--- config.mk ---
export PLATFORM = sky130hd
export DESIGN_NAME = seven_segment_mux_pwm_driver_unit_flat
export DESIGN_NICKNAME = d
export VERILOG_FILES = /design/src/hw/rtl/ssmpd_pkg.sv /design/src/hw/rtl/ssmpd_if.sv /design/src/hw/rtl/ssmpd_bcd.sv /design/src/hw/rtl/ssmpd_scan.sv /design/src/hw/rtl/seven_segment_mux_pwm_driver_unit.sv /design/src/flat_wrapper.sv
export SDC_FILE = /design/constraint.sdc
export NUM_CORES = 1
export LEC_CHECK = 0
export ABC_AREA = 1
export BUFFER_PORTS_ARGS = -buffer_cell sky130_fd_sc_hd__buf_4
export CAP_MARGIN = 20
export CORE_MARGIN = 3
export CORE_UTILIZATION = 40
export CTS_CLUSTER_SIZE = 12
export DETAILED_ROUTE_END_ITERATION = 10
export GPL_ROUTABILITY_DRIVEN = 0
export HOLD_SLACK_MARGIN = 0.05
export SYNTH_ARGS = -nofsm -noshare
export SYNTH_HDL_FRONTEND = slang
export SYNTH_SLANG_ARGS = --single-unit
--- constraint.sdc ---
create_clock -name i_clk -period 8.4 [get_ports i_clk]
set_input_delay 1.26 -clock i_clk [delete_from_list [all_inputs] [get_ports i_clk]]
set_output_delay 1.26 -clock i_clk [all_outputs]
set_load 0.05 [all_outputs]
--- src/hw/rtl/ssmpd_pkg.sv ---
`timescale 1ns / 1ps
// ----------------------------------------------------------------------------
// ssmpd_pkg
// Shared types, opcodes, glyph codes and lookup functions for the
// multiplexed seven-segment display driver.
// ----------------------------------------------------------------------------
package ssmpd_pkg;

    typedef logic [1:0] t_opcode;
    typedef logic [5:0] t_glyph;
    typedef logic [7:0] t_segs;

    localparam t_opcode OP_TICK  = 2'd0;
    localparam t_opcode OP_SET   = 2'd1;
    localparam t_opcode OP_NUMBER = 2'd2;
    localparam t_opcode OP_CLEAR = 2'd3;

    localparam t_glyph GLYPH_DASH  = 6'd36;
    localparam t_glyph GLYPH_POINT = 6'd37;
    localparam t_glyph GLYPH_BLANK = 6'd38;

    localparam int BRIGHT_W = 7;

    // ceil(2^32 / 10^i); exact quotient for any 16-bit dividend
    localparam int MAX_DEC_DIGITS = 5;
    localparam logic [31:0] POW10_RECIP [0:4] = '{
        32'd0, 32'd429496730, 32'd42949673, 32'd4294968, 32'd429497
    };

    function automatic t_glyph char_to_glyph(input logic [7:0] c);
        t_glyph g;
        g = GLYPH_BLANK;
        if (c inside {[8'h30:8'h39]}) begin
            g = 6'(c - 8'h30);
        end else if (c inside {[8'h41:8'h5A]}) begin
            g = 6'(c - 8'h37);
        end else if (c == 8'h2D) begin
            g = GLYPH_DASH;
        end else if (c == 8'h2E) begin
            g = GLYPH_POINT;
        end
        return g;
    endfunction

    function automatic t_segs glyph_to_segs(input t_glyph g);
        t_segs s;
        case (g)
            6'd0:  s = 8'h3F;
            6'd1:  s = 8'h06;
            6'd2:  s = 8'h5B;
            6'd3:  s = 8'h4F;
            6'd4:  s = 8'h66;
            6'd5:  s = 8'h6D;
            6'd6:  s = 8'h7D;
            6'd7:  s = 8'h07;
            6'd8:  s = 8'h7F;
            6'd9:  s = 8'h6F;
            6'd10: s = 8'h37;
            6'd11: s = 8'h79;
            6'd12: s = 8'h39;
            6'd13: s = 8'h5E;
            6'd14: s = 8'h79;
            6'd15: s = 8'h71;
            6'd16: s = 8'h7C;
            6'd17: s = 8'h37;
            6'd18: s = 8'h06;
            6'd19: s = 8'h1E;
            6'd20: s = 8'h70;
            6'd21: s = 8'h38;
            6'd22: s = 8'h15;
            6'd23: s = 8'h37;
            6'd24: s = 8'h3F;
            6'd25: s = 8'h73;
            6'd26: s = 8'h67;
            6'd27: s = 8'h31;
            6'd28: s = 8'h6D;
            6'd29: s = 8'h78;
            6'd30: s = 8'h3E;
            6'd31: s = 8'h3E;
            6'd32: s = 8'h2A;
            6'd33: s = 8'h76;
            6'd34: s = 8'h6E;
            6'd35: s = 8'h5B;
            6'd36: s = 8'h40;
            6'd37: s = 8'h80;
            default: s = 8'h00;
        endcase
        return s;
    endfunction

endpackage

--- src/hw/rtl/ssmpd_if.sv ---
`timescale 1ns / 1ps
// ----------------------------------------------------------------------------
// ssmpd_if
// Valid/ready channels of the display driver: command items, tick results
// and the brightness write port.
// ----------------------------------------------------------------------------
interface ssmpd_in_if;
    logic                 valid;
    logic                 ready;
    ssmpd_pkg::t_opcode   opcode;
    logic [1:0]           digit_pos;
    logic [7:0]           char_code;
    logic [15:0]          number;

    modport source (output valid, opcode, digit_pos, char_code, number, input ready);
    modport sink   (input valid, opcode, digit_pos, char_code, number, output ready);
endinterface

interface ssmpd_out_if;
    logic              valid;
    logic              ready;
    logic [1:0]        digit_select;
    ssmpd_pkg::t_segs  segment_bits;

    modport source (output valid, digit_select, segment_bits, input ready);
    modport sink   (input valid, digit_select, segment_bits, output ready);
endinterface

interface ssmpd_cfg_if;
    logic       valid;
    logic       ready;
    logic [6:0] brightness;

    modport source (output valid, brightness, input ready);
    modport sink   (input valid, brightness, output ready);
endinterface

--- src/hw/rtl/ssmpd_bcd.sv ---
`timescale 1ns / 1ps
// ----------------------------------------------------------------------------
// ssmpd_bcd
// Splits a 16-bit number into its low decimal digits as glyph codes.
// ----------------------------------------------------------------------------
module ssmpd_bcd #(
    parameter int NUM_DIGITS = 4
) (
    input  logic [15:0]       i_number,
    output ssmpd_pkg::t_glyph o_glyph [NUM_DIGITS]
);
    import ssmpd_pkg::*;

    // q[i] = number / 10^i, by reciprocal multiply; zero past five digits
    logic [15:0] q [NUM_DIGITS+1];

    genvar g;
    generate
        for (g = 0; g <= NUM_DIGITS; g++) begin : g_quot
            if (g == 0) begin : g_id
                assign q[g] = i_number;
            end else if (g < MAX_DEC_DIGITS) begin : g_mul
                logic [47:0] prod;
                assign prod = 48'(i_number) * 48'(POW10_RECIP[g]);
                assign q[g] = prod[47:32];
            end else begin : g_zero
                assign q[g] = '0;
            end
        end

        for (g = 0; g < NUM_DIGITS; g++) begin : g_digit
            logic [15:0] rem;
            assign rem = q[g] - ((q[g+1] << 3) + (q[g+1] << 1));
            assign o_glyph[g] = {2'b00, rem[3:0]};
        end
    endgenerate

endmodule

--- src/hw/rtl/ssmpd_scan.sv ---
`timescale 1ns / 1ps
// ----------------------------------------------------------------------------
// ssmpd_scan
// PWM phase counter, digit scan counter and blanking compare.
// ----------------------------------------------------------------------------
module ssmpd_scan #(
    parameter int NUM_DIGITS     = 4,
    parameter int MAX_BRIGHTNESS = 100
) (
    input  logic                          i_clk,
    input  logic                          i_rst_n,
    input  logic                          i_tick,
    input  logic [6:0]                    i_brightness,
    output logic [$clog2(NUM_DIGITS)-1:0] o_scan_idx,
    output logic                          o_blank
);
    import ssmpd_pkg::*;

    localparam int IW    = $clog2(NUM_DIGITS);
    localparam int PW    = $clog2(MAX_BRIGHTNESS);
    localparam int CMP_W = (PW > BRIGHT_W) ? PW : BRIGHT_W;

    localparam logic [IW-1:0] SCAN_LAST  = IW'(NUM_DIGITS - 1);
    localparam logic [PW-1:0] PHASE_LAST = PW'(MAX_BRIGHTNESS - 1);

    logic [IW-1:0] r_scan, n_scan;
    logic [PW-1:0] r_phase, n_phase;

    always_comb begin
        n_scan  = r_scan;
        n_phase = r_phase;
        if (i_tick) begin
            if (r_phase == '0) begin
                n_scan = (r_scan == SCAN_LAST) ? '0 : r_scan + 1'b1;
            end
            n_phase = (r_phase == PHASE_LAST) ? '0 : r_phase + 1'b1;
        end
    end

    always_ff @(posedge i_clk) begin
        if (!i_rst_n) begin
            r_scan  <= '0;
            r_phase <= '0;
        end else begin
            r_scan  <= n_scan;
            r_phase <= n_phase;
        end
    end

    assign o_scan_idx = r_scan;
    assign o_blank    = CMP_W'(r_phase) > CMP_W'(i_brightness);

endmodule

--- src/hw/rtl/seven_segment_mux_pwm_driver_unit.sv ---
`timescale 1ns / 1ps
// ----------------------------------------------------------------------------
// seven_segment_mux_pwm_driver_unit
// Multiplexed seven-segment display driver with PWM dimming.
// ----------------------------------------------------------------------------
// The block takes one command item per clock: tick, set a digit from an ASCII
// character, write a decimal number, or clear all digits. Each item is held
// in an input register and executed from there; a tick's result is written
// into the output register by the same edge that executes the tick. Every
// command item is taken back to back at one per cycle; the only stall is a
// tick sitting in the input register while the output register still holds
// an untaken result. Non-tick commands produce no result. Segments are blanked
// when the PWM phase (ticks mod MAX_BRIGHTNESS) exceeds brightness, and the
// scan moves to the next digit on each tick whose phase is zero. The
// brightness port is always ready; writes saturate at MAX_BRIGHTNESS and
// should only be issued while the block is idle.
// ----------------------------------------------------------------------------
module seven_segment_mux_pwm_driver_unit #(
    parameter int NUM_DIGITS     = 4,
    parameter int MAX_BRIGHTNESS = 100
) (
    input  logic        i_clk,
    input  logic        i_rst_n,
    ssmpd_in_if.sink    i_item,
    ssmpd_out_if.source o_result,
    ssmpd_cfg_if.sink   i_cfg
);
    import ssmpd_pkg::*;

    localparam int IW = $clog2(NUM_DIGITS);
    localparam logic [BRIGHT_W-1:0] BRIGHT_RST =
        BRIGHT_W'((MAX_BRIGHTNESS < 50) ? MAX_BRIGHTNESS : 50);

    // ---- brightness register ----
    logic [BRIGHT_W-1:0] r_bright, n_bright;

    assign i_cfg.ready = 1'b1;

    always_comb begin
        n_bright = r_bright;
        if (i_cfg.valid) begin
            // clamp only bites when MAX_BRIGHTNESS is below the 7-bit range
            n_bright = (int'(i_cfg.brightness) > MAX_BRIGHTNESS) ?
                       BRIGHT_W'(MAX_BRIGHTNESS) : i_cfg.brightness;
        end
    end

    // ---- input register ----
    logic        r_in_valid;
    t_opcode     r_opcode;
    logic [1:0]  r_pos;
    logic [7:0]  r_char;
    logic [15:0] r_num;

    logic w_out_free;   // output register can take a new result this edge
    logic w_adv;        // item in the input register executes this edge
    logic w_tick;       // ... and it is a tick

    assign w_out_free   = !o_result.valid || o_result.ready;
    assign w_adv        = r_in_valid && ((r_opcode != OP_TICK) || w_out_free);
    assign w_tick       = w_adv && (r_opcode == OP_TICK);
    assign i_item.ready = !r_in_valid || w_adv;

    // ---- scan / PWM counters ----
    logic [IW-1:0] w_scan_idx;
    logic          w_blank;

    ssmpd_scan #(
        .NUM_DIGITS     (NUM_DIGITS),
        .MAX_BRIGHTNESS (MAX_BRIGHTNESS)
    ) u_scan (
        .i_clk        (i_clk),
        .i_rst_n      (i_rst_n),
        .i_tick       (w_tick),
        .i_brightness (r_bright),
        .o_scan_idx   (w_scan_idx),
        .o_blank      (w_blank)
    );

    // ---- number to glyphs ----
    t_glyph w_num_glyph [NUM_DIGITS];

    ssmpd_bcd #(
        .NUM_DIGITS (NUM_DIGITS)
    ) u_bcd (
        .i_number (r_num),
        .o_glyph  (w_num_glyph)
    );

    // ---- glyph buffer ----
    t_glyph r_glyph [NUM_DIGITS];
    t_glyph n_glyph [NUM_DIGITS];
    t_glyph w_char_glyph;

    assign w_char_glyph = char_to_glyph(r_char);

    always_comb begin
        for (int i = 0; i < NUM_DIGITS; i++) begin
            n_glyph[i] = r_glyph[i];
            if (w_adv) begin
                case (r_opcode)
                    OP_SET: begin
                        // positions past the last digit never match
                        if (int'(r_pos) == i) begin
                            n_glyph[i] = w_char_glyph;
                        end
                    end
                    OP_NUMBER: begin
                        n_glyph[i] = w_num_glyph[i];
                    end
                    OP_CLEAR: begin
                        n_glyph[i] = GLYPH_BLANK;
                    end
                    default: begin
                        n_glyph[i] = r_glyph[i];
                    end
                endcase
            end
        end
    end

    // ---- output register ----
    logic       r_out_valid, n_out_valid;
    logic [1:0] r_dsel, n_dsel;
    t_segs      r_seg, n_seg;

    always_comb begin
        n_out_valid = r_out_valid;
        n_dsel      = r_dsel;
        n_seg       = r_seg;
        if (o_result.valid && o_result.ready) begin
            n_out_valid = 1'b0;
        end
        if (w_tick) begin
            n_out_valid = 1'b1;
            // only the low two bits of the scan index reach the pins
            n_dsel      = 2'(w_scan_idx);
            n_seg       = w_blank ? '0 : glyph_to_segs(r_glyph[w_scan_idx]);
        end
    end

    assign o_result.valid        = r_out_valid;
    assign o_result.digit_select = r_dsel;
    assign o_result.segment_bits = r_seg;

    // ---- registers ----
    always_ff @(posedge i_clk) begin
        if (!i_rst_n) begin
            r_in_valid  <= 1'b0;
            r_out_valid <= 1'b0;
            r_bright    <= BRIGHT_RST;
            for (int i = 0; i < NUM_DIGITS; i++) begin
                r_glyph[i] <= GLYPH_BLANK;
            end
        end else begin
            r_out_valid <= n_out_valid;
            r_bright    <= n_bright;
            r_glyph     <= n_glyph;
            if (i_item.ready) begin
                r_in_valid <= i_item.valid;
            end
        end
    end

    // payload, no reset needed
    always_ff @(posedge i_clk) begin
        r_dsel <= n_dsel;
        r_seg  <= n_seg;
        if (i_item.ready && i_item.valid) begin
            r_opcode <= i_item.opcode;
            r_pos    <= i_item.digit_pos;
            r_char   <= i_item.char_code;
            r_num    <= i_item.number;
        end
    end

    // ---- assertions ----
    // an executed tick always leaves a result in the output register
    a_tick_result: assert property (@(posedge i_clk) disable iff (!i_rst_n)
        w_tick |=> r_out_valid)
        else $error("tick executed without a result");

    // a blanked tick drives no segments
    a_blank_zero: assert property (@(posedge i_clk) disable iff (!i_rst_n)
        (w_tick && w_blank) |=> (r_seg == '0))
        else $error("blanked tick produced segments");

    // a tick waiting on a full output stage is held, not dropped
    a_tick_held: assert property (@(posedge i_clk) disable iff (!i_rst_n)
        (r_in_valid && (r_opcode == OP_TICK) && r_out_valid && !o_result.ready)
        |=> (r_in_valid && (r_opcode == OP_TICK) && $stable(r_num)))
        else $error("stalled tick lost");

endmodule

--- src/flat_wrapper.sv ---
// flat-port wrapper written by rule: the top's interface ports become plain ports
module seven_segment_mux_pwm_driver_unit_flat import ssmpd_pkg::*;
#(
    parameter int NUM_DIGITS     = 4,
    parameter int MAX_BRIGHTNESS = 100
)
  (i_clk, i_rst_n, i_item_valid, i_item_opcode, i_item_digit_pos, i_item_char_code, i_item_number, i_item_ready, o_result_valid, o_result_digit_select, o_result_segment_bits, o_result_ready, i_cfg_valid, i_cfg_brightness, i_cfg_ready);
  ssmpd_in_if i_item_i ();
  ssmpd_out_if o_result_i ();
  ssmpd_cfg_if i_cfg_i ();
  input  logic i_clk;
  input  logic i_rst_n;
  input wire logic [$bits(i_item_i.valid)-1:0] i_item_valid;
  input wire logic [$bits(i_item_i.opcode)-1:0] i_item_opcode;
  input wire logic [$bits(i_item_i.digit_pos)-1:0] i_item_digit_pos;
  input wire logic [$bits(i_item_i.char_code)-1:0] i_item_char_code;
  input wire logic [$bits(i_item_i.number)-1:0] i_item_number;
  output wire logic [$bits(i_item_i.ready)-1:0] i_item_ready;
  output wire logic [$bits(o_result_i.valid)-1:0] o_result_valid;
  output wire logic [$bits(o_result_i.digit_select)-1:0] o_result_digit_select;
  output wire logic [$bits(o_result_i.segment_bits)-1:0] o_result_segment_bits;
  input wire logic [$bits(o_result_i.ready)-1:0] o_result_ready;
  input wire logic [$bits(i_cfg_i.valid)-1:0] i_cfg_valid;
  input wire logic [$bits(i_cfg_i.brightness)-1:0] i_cfg_brightness;
  output wire logic [$bits(i_cfg_i.ready)-1:0] i_cfg_ready;
  assign i_item_i.valid = i_item_valid;
  assign i_item_i.opcode = i_item_opcode;
  assign i_item_i.digit_pos = i_item_digit_pos;
  assign i_item_i.char_code = i_item_char_code;
  assign i_item_i.number = i_item_number;
  assign i_item_ready = i_item_i.ready;
  assign o_result_valid = o_result_i.valid;
  assign o_result_digit_select = o_result_i.digit_select;
  assign o_result_segment_bits = o_result_i.segment_bits;
  assign o_result_i.ready = o_result_ready;
  assign i_cfg_i.valid = i_cfg_valid;
  assign i_cfg_i.brightness = i_cfg_brightness;
  assign i_cfg_ready = i_cfg_i.ready;
  seven_segment_mux_pwm_driver_unit #(.NUM_DIGITS(NUM_DIGITS), .MAX_BRIGHTNESS(MAX_BRIGHTNESS)) u_core (.i_clk(i_clk), .i_rst_n(i_rst_n), .i_item(i_item_i), .o_result(o_result_i), .i_cfg(i_cfg_i));
endmodule
==> flow_summary.yaml, run 1 <==
setup_path:
  crit_path_start_kind: "register"
  crit_slowest_cell: "edfxtp_1"
  timing.rr.start: "u_core.r_num[6]"
  worstSetupPathType: "reg -> reg"
  critPathRequiredTime_ns: 8.69
  worstPathMaxFanout: 11
  r2r-end: "u_core.r_glyph[3]"
  worst_r2r_path_depth: 29
  reg2reg_slack_ns: 1.08
  slowest_delay_ns: 0.81
  end_kind: "register"
  crit_arrival_ns: 7.61
clock_tree:
  numCtsBuffers: 9
  cts_resized: 0
  h-tree-depth: 3
  cts_tree: "done"
  clkSinkCount: 80
  postCtsSetupBuffers: 0
  cts_hold_buf: 0
  cts_root_buf: "clkbuf_16"
  cts.clk_slew.worst_paths_ns: 0.09
  clockBufferDepth: 2
  insertion_delay_ns: 0.36
final_layout:
  regArea_um2: 1980
  nNetsFinal: 3754
  synthToLayoutAreaGrowth_pct: 7.77
  drive_gt1_share_pct: 4.99
  n_antenna_cell: 0
  multi_input_area_um2: 18100
  fillCellCount: 5485
timing:
  clock_skew_ns: 0.0198
  fin_setup_tns_ns: 0
  rsz0062_at_grt: "no"
  max-slew-margin-rel_pct: 46.8
  fin_crit_sh_pct: 87.1
  worstMarginPinSlew_ns: 0.798
  min_period_ns: 7.32
  slew_violations: 0
  fmax_mhz: 137
  setup_violations: 0
  finalHoldViolCount: 0
global_routing:
  grt_usage_pct: 23.0
  gr-total-overflow: 0
  antenna_found_initial: 1
  use_met3_pct: 3.85
  grt_use_met2_pct: 35.7
  grt_pass1_vias: 19300
  gr-max-usage-layer: "met2"
  grt_pass1_wl_mm: 107
  use_met1_pct: 31.9
  grt_max_degree: 28
route:
  drt_iter0_drc: 1318
  viasPerCell: 5.08
  first_pass_iters: 5
  routedWlPerCell_um: 18.6
  drc_errors: 0
  dr_total_vias: 18600
  ant_nets: 0
  wirelength_mm: 68.2
yosys:
  synth_area_um2: 23100
  avgSynthCellArea_um2: 8.17
  yosys-top-cells-count: "inv_1 (780), nand2_1 (501), ha_1 (476), fa_1 (339), nor2_1 (146)"
  ys_seq_area_share_pct: 8.58
  synth_seq_cells: 80
  synth_flop_cell: "dfxtp_1"
  yosysTopAreaCellShare_pct: 29.4
  yosysMostFrequentCell: "inv_1"
  synth_cells: 2825
  synth_area_leader_cell: "fa_1"
  yosysUniqueCellTypes: 56
  synth_edf_count: 38
  synth_area_leaders: "fa_1 (29%), ha_1 (26%), inv_1 (13%)"
  async_reset_ff_share_pct: 0
  ys_warn_count: 0
  synthesis.nets: 3680
floorplan:
  fp.dieH_um: 246
  io_pins: 53
  die_area_um2: 60600
  start_util_pct: 40.7
  fp.dieW_um: 246
  core_um2: 56700
  rows: 87
worst_hold_path:
  hp-start: "u_core.r_glyph[5]"
  hold-path-cell-count: 2
  hp-class: "reg -> reg"
  min_delay_worst_endpoint: "u_core.r_glyph[5]"
place:
  io_buffers: 51
  hpwl_mm: 60.2
flow_run:
  maxCapViolations: 0
run_status:
  status: "finished, final reports clean"
==> logic make-up after synthesis <==
| logic type | synth area share [%] |
|---|---|
| xor gates and xnor gates | 0.873 |
| AOI/OAI and AO/OA | 7.03 |
| other | 0.0162 |
| buffers and inverters | 13.1 |
| adders and majority gates | 55.2 |
| DFF | 8.58 |
| and+or+nand+nor | 15.2 |
==> worst max-delay path: cells and delay by family (launching register included) <==
| kind | cells | cell delay (ns) |
|---|---|---|
| XOR/XNOR | 1 | 0.20 |
| flip-flops | 1 | 0.81 |
| buffers and inverters | 5 | 0.53 |
| adder cells (fa/ha/maj) | 8 | 3.83 |
| AND/OR/NAND/NOR | 9 | 0.82 |
| AO/OA/AOI/OAI | 6 | 1.04 |
==> placed cells by master (no fill, tap or decap), types with 7 or more instances in the layout <==
| cell | n |
|---|---|
| nor2_1 | 146 |
| nand2_1 | 501 |
| a21oi_1 | 140 |
| nand3b_1 | 8 |
| inv_1 | 780 |
| nand2_2 | 14 |
| nor3_1 | 16 |
| xnor2_1 | 10 |
| or2_2 | 8 |
| a21o_1 | 14 |
| o21ai_1 | 9 |
| o21ai_0 | 48 |
| nor2_2 | 7 |
| clkbuf_16 | 9 |
| edfxtp_1 | 38 |
| inv_2 | 8 |
| ha_1 | 476 |
| xor2_1 | 13 |
| nand4_1 | 13 |
| o211ai_1 | 8 |
| buf_4 | 74 |
| dfxtp_1 | 42 |
| nand3_1 | 101 |
| fa_1 | 339 |
| o21bai_1 | 10 |
==> flip-flops by register name, summed over array words and instances, names as in the netlist <==
register / cells
u_core.o_result.valid: 1
u_core.u_scan.o_scan_idx: 2
u_core.r_glyph: 24
u_core.r_num: 16
u_core.u_scan.r_phase: 7
u_core.r_bright: 7
u_core.r_opcode: 2
u_core.o_result.segment_bits: 8
u_core.r_in_valid: 1
u_core.r_char: 8
u_core.o_result.digit_select: 2
u_core.r_pos: 2
==> per-stage QoR <==
stage	std cells	setup WS (ns)	util [%]	cell area, um^2	hold WS, ns
floorplan	2825	2.13	-	23100	0.438
global placement	3644	1.19	43.2	24500	0.454
detailed placement	3644	1.10	43.2	24500	0.464
CTS	3660	1.06	43.9	24900	0.483
global route	3660	0.566	43.9	24900	0.517
finish	3660	1.08	43.9	24900	0.479
==> metal layers <==
metal	vias to the layer above	part of all wire (%)
met5	-	0.029
met4	2	4.6
li1	8877	-
met1	8894	45
met2	682	43
met3	150	7.4
==> worst max path at each step <==
stage                    start  slack (ns)  cells past startpoint                 end
3_3_place_gp   u_core.r_num[6]        1.19                     29   u_core.r_glyph[3]
2_1_floorplan  u_core.r_num[7]        2.13                     31   u_core.r_glyph[9]
3_5_place_dp   u_core.r_num[6]        1.10                     29   u_core.r_glyph[3]
6_report       u_core.r_num[6]        1.08                     29   u_core.r_glyph[3]
4_1_cts        u_core.r_num[6]        1.06                     29   u_core.r_glyph[3]
5_1_grt        u_core.r_num[5]        0.57                     34  u_core.r_glyph[15]
==> layout make-up <==
cell class | count | area share (%)
Inverter | 789 | 11.9
Timing Repair Buffer | 74 | 2.23
Tap cell | 756 | 3.80
Clock inverter | 7 | 0.543
Clock buffer | 9 | 0.905
Multi-Input combinational cell | 1945 | 72.6
Sequential cell | 80 | 7.97
Power of run 1 is left out: the tool's default activity adds up to more than one toggle a clock period on the data nets, which glitch-free logic cannot reach.
==> run 2: changes to the inputs <==
CELL_PAD_IN_SITES_DETAIL_PLACEMENT = 1   (was default)
CELL_PAD_IN_SITES_GLOBAL_PLACEMENT = 2   (was default)
PLACE_DENSITY_LB_ADDON = 0.1   (was default)
==> run 2 against run 1 <==
  * Sequential share of layout area barely moved
  * Sequential cell count did not move
  * Global-route usage rose by 3.9 points
  * Final cell count barely moved
  * Die area did not move
  * Highest routed layer is now met4
  * Fmax fell by 6.2%
  * Core utilization fell by 0.055 points
  * Via count rose by 0.69%
  * Critical path depth fell by 1
  * Count of clock-buffer cells in the layout rose by 2
  * First-iteration DRC count fell by 27%
==> flow_summary.yaml, run 2 (synthesis results as in run 1) <==
setup_path:
  critPathLaunch: "u_core.r_num[8]"
  r2r-end: "u_core.r_glyph[3]"
  worstSetupPathType: "reg -> reg"
  slowest_delay_ns: 0.89
  crit_arrival_ns: 8.09
  crit_slowest_cell: "ha_1"
  timing.rr.start: "u_core.r_num[8]"
  worst_r2r_path_depth: 28
  end_kind: "register"
  worstPathMaxFanout: 13
  reg2reg_slack_ns: 0.60
  crit_path_start_kind: "register"
  critPathRequiredTime_ns: 8.69
global_routing:
  grt_usage_pct: 26.9
  grt_max_degree: 29
  gr-total-overflow: 0
  grt_pass1_wl_mm: 123
  grt_pass1_vias: 21000
  antenna_found_initial: 0
final_layout:
  nNetsFinal: 3757
  drive_gt1_share_pct: 5.06
  n_antenna_cell: 0
  regMostFlops: "u_core.r_glyph"
  largest_reg_flops: 24
  synthToLayoutAreaGrowth_pct: 7.64
  final_cell_mix: "inv_1 (780), nand2_1 (501), ha_1 (476)"
  reg.largest.list: "u_core.r_glyph: 24 flops, u_core.r_num: 16 flops"
  final_common_cell: "inv_1"
timing:
  fmax_mhz: 128
  finalHoldViolCount: 0
  fin_crit_sh_pct: 92.8
  rsz0062_at_grt: "no"
  worstMarginPinSlew_ns: 0.925
  min_period_ns: 7.80
  fin_setup_tns_ns: 0
  setup_violations: 0
  slew_violations: 0
  max-slew-margin-rel_pct: 38.3
  clock_skew_ns: 0.0209
route:
  dr_total_vias: 18700
  drc_errors: 0
  routedWlPerCell_um: 21.5
  wirelength_mm: 78.8
  first_pass_iters: 7
  ant_nets: 0
  drt_iter0_drc: 960
  viasPerCell: 5.11
clock_tree:
  insertion_delay_ns: 0.37
  numCtsBuffers: 9
  clkSinkCount: 80
  cts_root_buf: "clkbuf_16"
  clockBufferDepth: 2
  h-tree-depth: 3
  cts_tree: "done"
  cts.clk_slew.worst_paths_ns: 0.08
floorplan:
  die_area_um2: 60600
  rows: 87
  core_um2: 56700
  fp.dieH_um: 246
  start_util_pct: 40.7
  io_pins: 53
  fp.dieW_um: 246
flow_run:
  maxCapViolations: 0
worst_hold_path:
  hp-class: "reg -> reg"
  hp-start: "u_core.r_glyph[23]"
  min_delay_worst_endpoint: "u_core.r_glyph[23]"
  hold-path-cell-count: 2
place:
  hpwl_mm: 69.4
  io_buffers: 51
run_status:
  status: "finished, final reports clean"
run 2: metal layers:
metal / vias to the layer above / GRT usage, % / wire length [um]
met1: 9363 / 37.1 / 36500
met3: 108 / 2.86 / 3700
met4: 0 / 8.11 / 2690
met2: 377 / 44.4 / 35900
li1: 8886 / - / -
met5: - / 0 / 0
run 2: final cells by class:
type                    count  area [um^2]
repair buffers             77          578
clock buffers              11          243
flip-flops and latches     80         1980
inverters                 789         2960
well taps                 756          946
multi-input cells        1945        18100
clock inverters             5         63.8
fillers                  6906        31900
run 2: timing repair:
item	4_1_cts	5_1_grt
setup endpoints to repair	0	1
endpoints found under the hold margin	0	0
hold buffers	0	0
buffers inserted	0	4
gates resized for setup	0	0
run 2: worst max-delay path: cells and delay by family (launching register included):
family,cells,cell delay (ns)
adder cells (fa/ha/maj),8,4.21
AO/OA/AOI/OAI,6,1.05
flip-flops,1,0.77
AND/OR/NAND/NOR,8,0.72
buffers and inverters,5,0.50
XOR/XNOR,1,0.46
run 2: worst max-delay path by stage:
| stage | end | depth (start not counted) |
|---|---|---|
| floorplan | u_core.r_glyph[9] | 31 |
| detailed placement | u_core.r_glyph[15] | 33 |
| global route | u_core.r_glyph[3] | 28 |
| global placement | u_core.r_glyph[21] | 30 |
| finish | u_core.r_glyph[3] | 28 |
| CTS | u_core.r_glyph[15] | 33 |
run 2: per-stage QoR:
step,hold slack [ns],util [%],area [um^2],std cells,setup slack [ns]
after floorplan,0.438,-,23100,2825,2.13
after global placement,0.454,43.2,24500,3643,0.827
after detailed placement,0.457,43.2,24500,3643,0.568
after CTS,0.477,43.8,24800,3659,0.500
after global routing,0.499,43.8,24800,3663,0.157
final,0.472,43.8,24800,3663,0.602
Power of run 2 is left out for the same reason.
==> run 3: changes to the inputs <==
SYNTH_HIERARCHICAL = 1   (was default)
==> run 3 against run 2 <==
  * Register-to-register slack improved by 0.19 ns
  * Global-route usage down 0.43 points
  * Sequential cell count unchanged
  * Sequential share of layout area down 0.057 points
  * Fmax up 2.5%
  * Count of clock-buffer cells in the layout stayed put
  * Critical endpoint is now u_core/r_glyph[15]
  * Wire length is 0.41% lower
  * Highest routed layer is now met5
  * Final area increased by 0.73%
==> flow_summary.yaml, run 3 <==
run_status:
  status: "finished, final reports clean"
global_routing:
  grt_pass1_vias: 20500
  grt_max_degree: 29
  grt_pass1_wl_mm: 121
  antenna_found_initial: 1
  gr-total-overflow: 0
  grt_usage_pct: 26.4
floorplan:
  io_pins: 53
  core_um2: 57000
  fp.dieH_um: 247
  die_area_um2: 61100
  fp.dieW_um: 247
  rows: 87
  start_util_pct: 40.8
clock_tree:
  cts_tree: "done"
  postCtsSetupBuffers: 0
  clkSinkCount: 80
  insertion_delay_ns: 0.37
  cts_root_buf: "clkbuf_16"
  h-tree-depth: 3
  cts_resized: 0
  numCtsBuffers: 9
  cts.clk_slew.worst_paths_ns: 0.08
  cts_hold_buf: 0
  clockBufferDepth: 2
timing:
  rsz0062_at_grt: "no"
  setup_violations: 0
  max-slew-margin-rel_pct: 37.6
  min_period_ns: 7.61
  layout_setup_ws_ns: 0.793
  fin_setup_tns_ns: 0
  clock_skew_ns: 0.0174
  finalHoldViolCount: 0
  slew_violations: 0
  worstMarginPinSlew_ns: 0.932
  fin_crit_sh_pct: 90.6
  fmax_mhz: 131
setup_path:
  worst_r2r_path_depth: 29
  slowest_delay_ns: 0.75
  cp_num_buf_inv: 6
  critPathRequiredTime_ns: 8.65
  r2r-end: "u_core/r_glyph[15]"
  reg2reg_slack_ns: 0.79
  crit_top_cell: "inv_1"
  worstSetupPathType: "reg -> reg"
  worstPathMaxFanout: 10
  crit_path_start_kind: "register"
  end_kind: "register"
  crit_slowest_cell: "edfxtp_1"
  timing.rr.start: "u_core/r_num[6]"
  crit_arrival_ns: 7.86
  path_delay_family: "adder cells"
worst_hold_path:
  min_delay_worst_endpoint: "u_core/r_bright[5]"
  hp-start: "u_core/r_bright[5]"
  hold-path-cell-count: 2
  hp-class: "reg -> reg"
final_layout:
  largest_reg_flops: 24
  reg.largest.list: "u_core/r_glyph: 24 flops, u_core/r_num: 16 flops"
  final_cell_mix: "inv_1 (748), ha_1 (478), nand2_1 (439)"
  final_common_cell: "inv_1"
  nNetsFinal: 3733
  regMostFlops: "u_core/r_glyph"
  drive_gt1_share_pct: 7.01
  synthToLayoutAreaGrowth_pct: 7.48
  postLayoutCellArea_um2: 25000
  fillCellCount: 6953
yosys:
  ys_warn_count: 6
  avgSynthCellArea_um2: 8.30
  synth_area_leader_cell: "fa_1"
  synth_flop_cell: "dfxtp_1"
  synth_area_um2: 23300
  synth_seq_cells: 80
  synth_edf_count: 38
  yosysTopAreaCellShare_pct: 29.1
  yosysUniqueCellTypes: 56
  synth_cells: 2805
  async_reset_ff_share_pct: 0
  yosysMostFrequentCell: "inv_1"
  ys_seq_area_share_pct: 8.51
  synth_area_leaders: "fa_1 (29%), ha_1 (26%), inv_1 (12%)"
  yosys-top-cells-count: "inv_1 (748), ha_1 (478), nand2_1 (439), fa_1 (338), a21oi_1 (150)"
place:
  io_buffers: 51
  place_ws_ns: 0.304
  placed_cell_area_um2: 24700
  hpwl_mm: 69.8
route:
  viasPerCell: 5.10
  first_pass_iters: 5
  routedWlPerCell_um: 21.6
  drt_iter0_drc: 747
  ant_nets: 0
  dr_total_vias: 18600
  wirelength_mm: 78.5
  drc_errors: 0
flow_run:
  maxCapViolations: 0
[run 3: cell count changes in the layout (fill, tap and decap cells not counted), sizes merged, moves of 8 or more]
cell and change:
xnor2 +9, nand2 -38, inv -25, o21ai +12
a21oi +11, nand4 +13, conb +8
[run 3: worst max path at each step]
| stage | from | to | depth (start not counted) |
|---|---|---|---|
| 2_1_floorplan | u_core/r_num[7] | u_core/r_glyph[9] | 30 |
| 3_3_place_gp | u_core/r_num[5] | u_core/r_glyph[15] | 31 |
| 3_5_place_dp | u_core/r_num[5] | u_core/r_glyph[15] | 30 |
| 4_1_cts | u_core/r_num[5] | u_core/r_glyph[15] | 30 |
| 5_1_grt | u_core/r_num[6] | u_core/r_glyph[15] | 29 |
| 6_report | u_core/r_num[6] | u_core/r_glyph[15] | 29 |
[run 3: stage by stage]
stage / std cells / utilization [%] / hold WS, ns
2_1_floorplan: 2812 / - / 0.429
6_report: 3639 / 43.9 / 0.473
4_1_cts: 3635 / 43.8 / 0.476
3_3_place_gp: 3618 / 43.2 / 0.448
5_1_grt: 3638 / 43.9 / 0.501
3_5_place_dp: 3619 / 43.3 / 0.456
[run 3: cells by family (layout without fill, tap and decap cells)]
family                     after synthesis  in the layout  synth area share (%)
DFF                                     80             80                  8.51
xor gates and xnor gates                36             36                  1.45
and+or+nand+nor                        819            819                  15.9
AOI/OAI and AO/OA                      269            269                  6.43
adders and majority gates              816            816                  54.7
other                                    2             10                0.0322
buffers and inverters                  783            853                  12.9
[run 3: final cells by class]
class | count | area [um^2] | share of cell area, %
timing repair buffer | 77 | 603 | 2.41
antenna | 1 | 2.50 | 0.0100
multi-input combinational | 1949 | 18300 | 73.2
tap | 756 | 946 | 3.78
clock inverter | 5 | 46.3 | 0.185
inverter | 760 | 2860 | 11.4
sequential | 80 | 1980 | 7.92
clock buffer | 11 | 275 | 1.10
[run 3: tightest hold or removal path: cells and delay by family, from the launching register on]
kind	cells	cell delay [ns]
and+or+nand+nor	2	0.11
DFF	1	0.33
[run 3: layer usage]
layer / wire length (um) / track usage [%]
met2: 35100 / 42.8
met5: 7 / 0
met3: 3850 / 4.24
met4: 2060 / 6.45
met1: 37400 / 37.0
Power of run 3 is left out for the same reason.
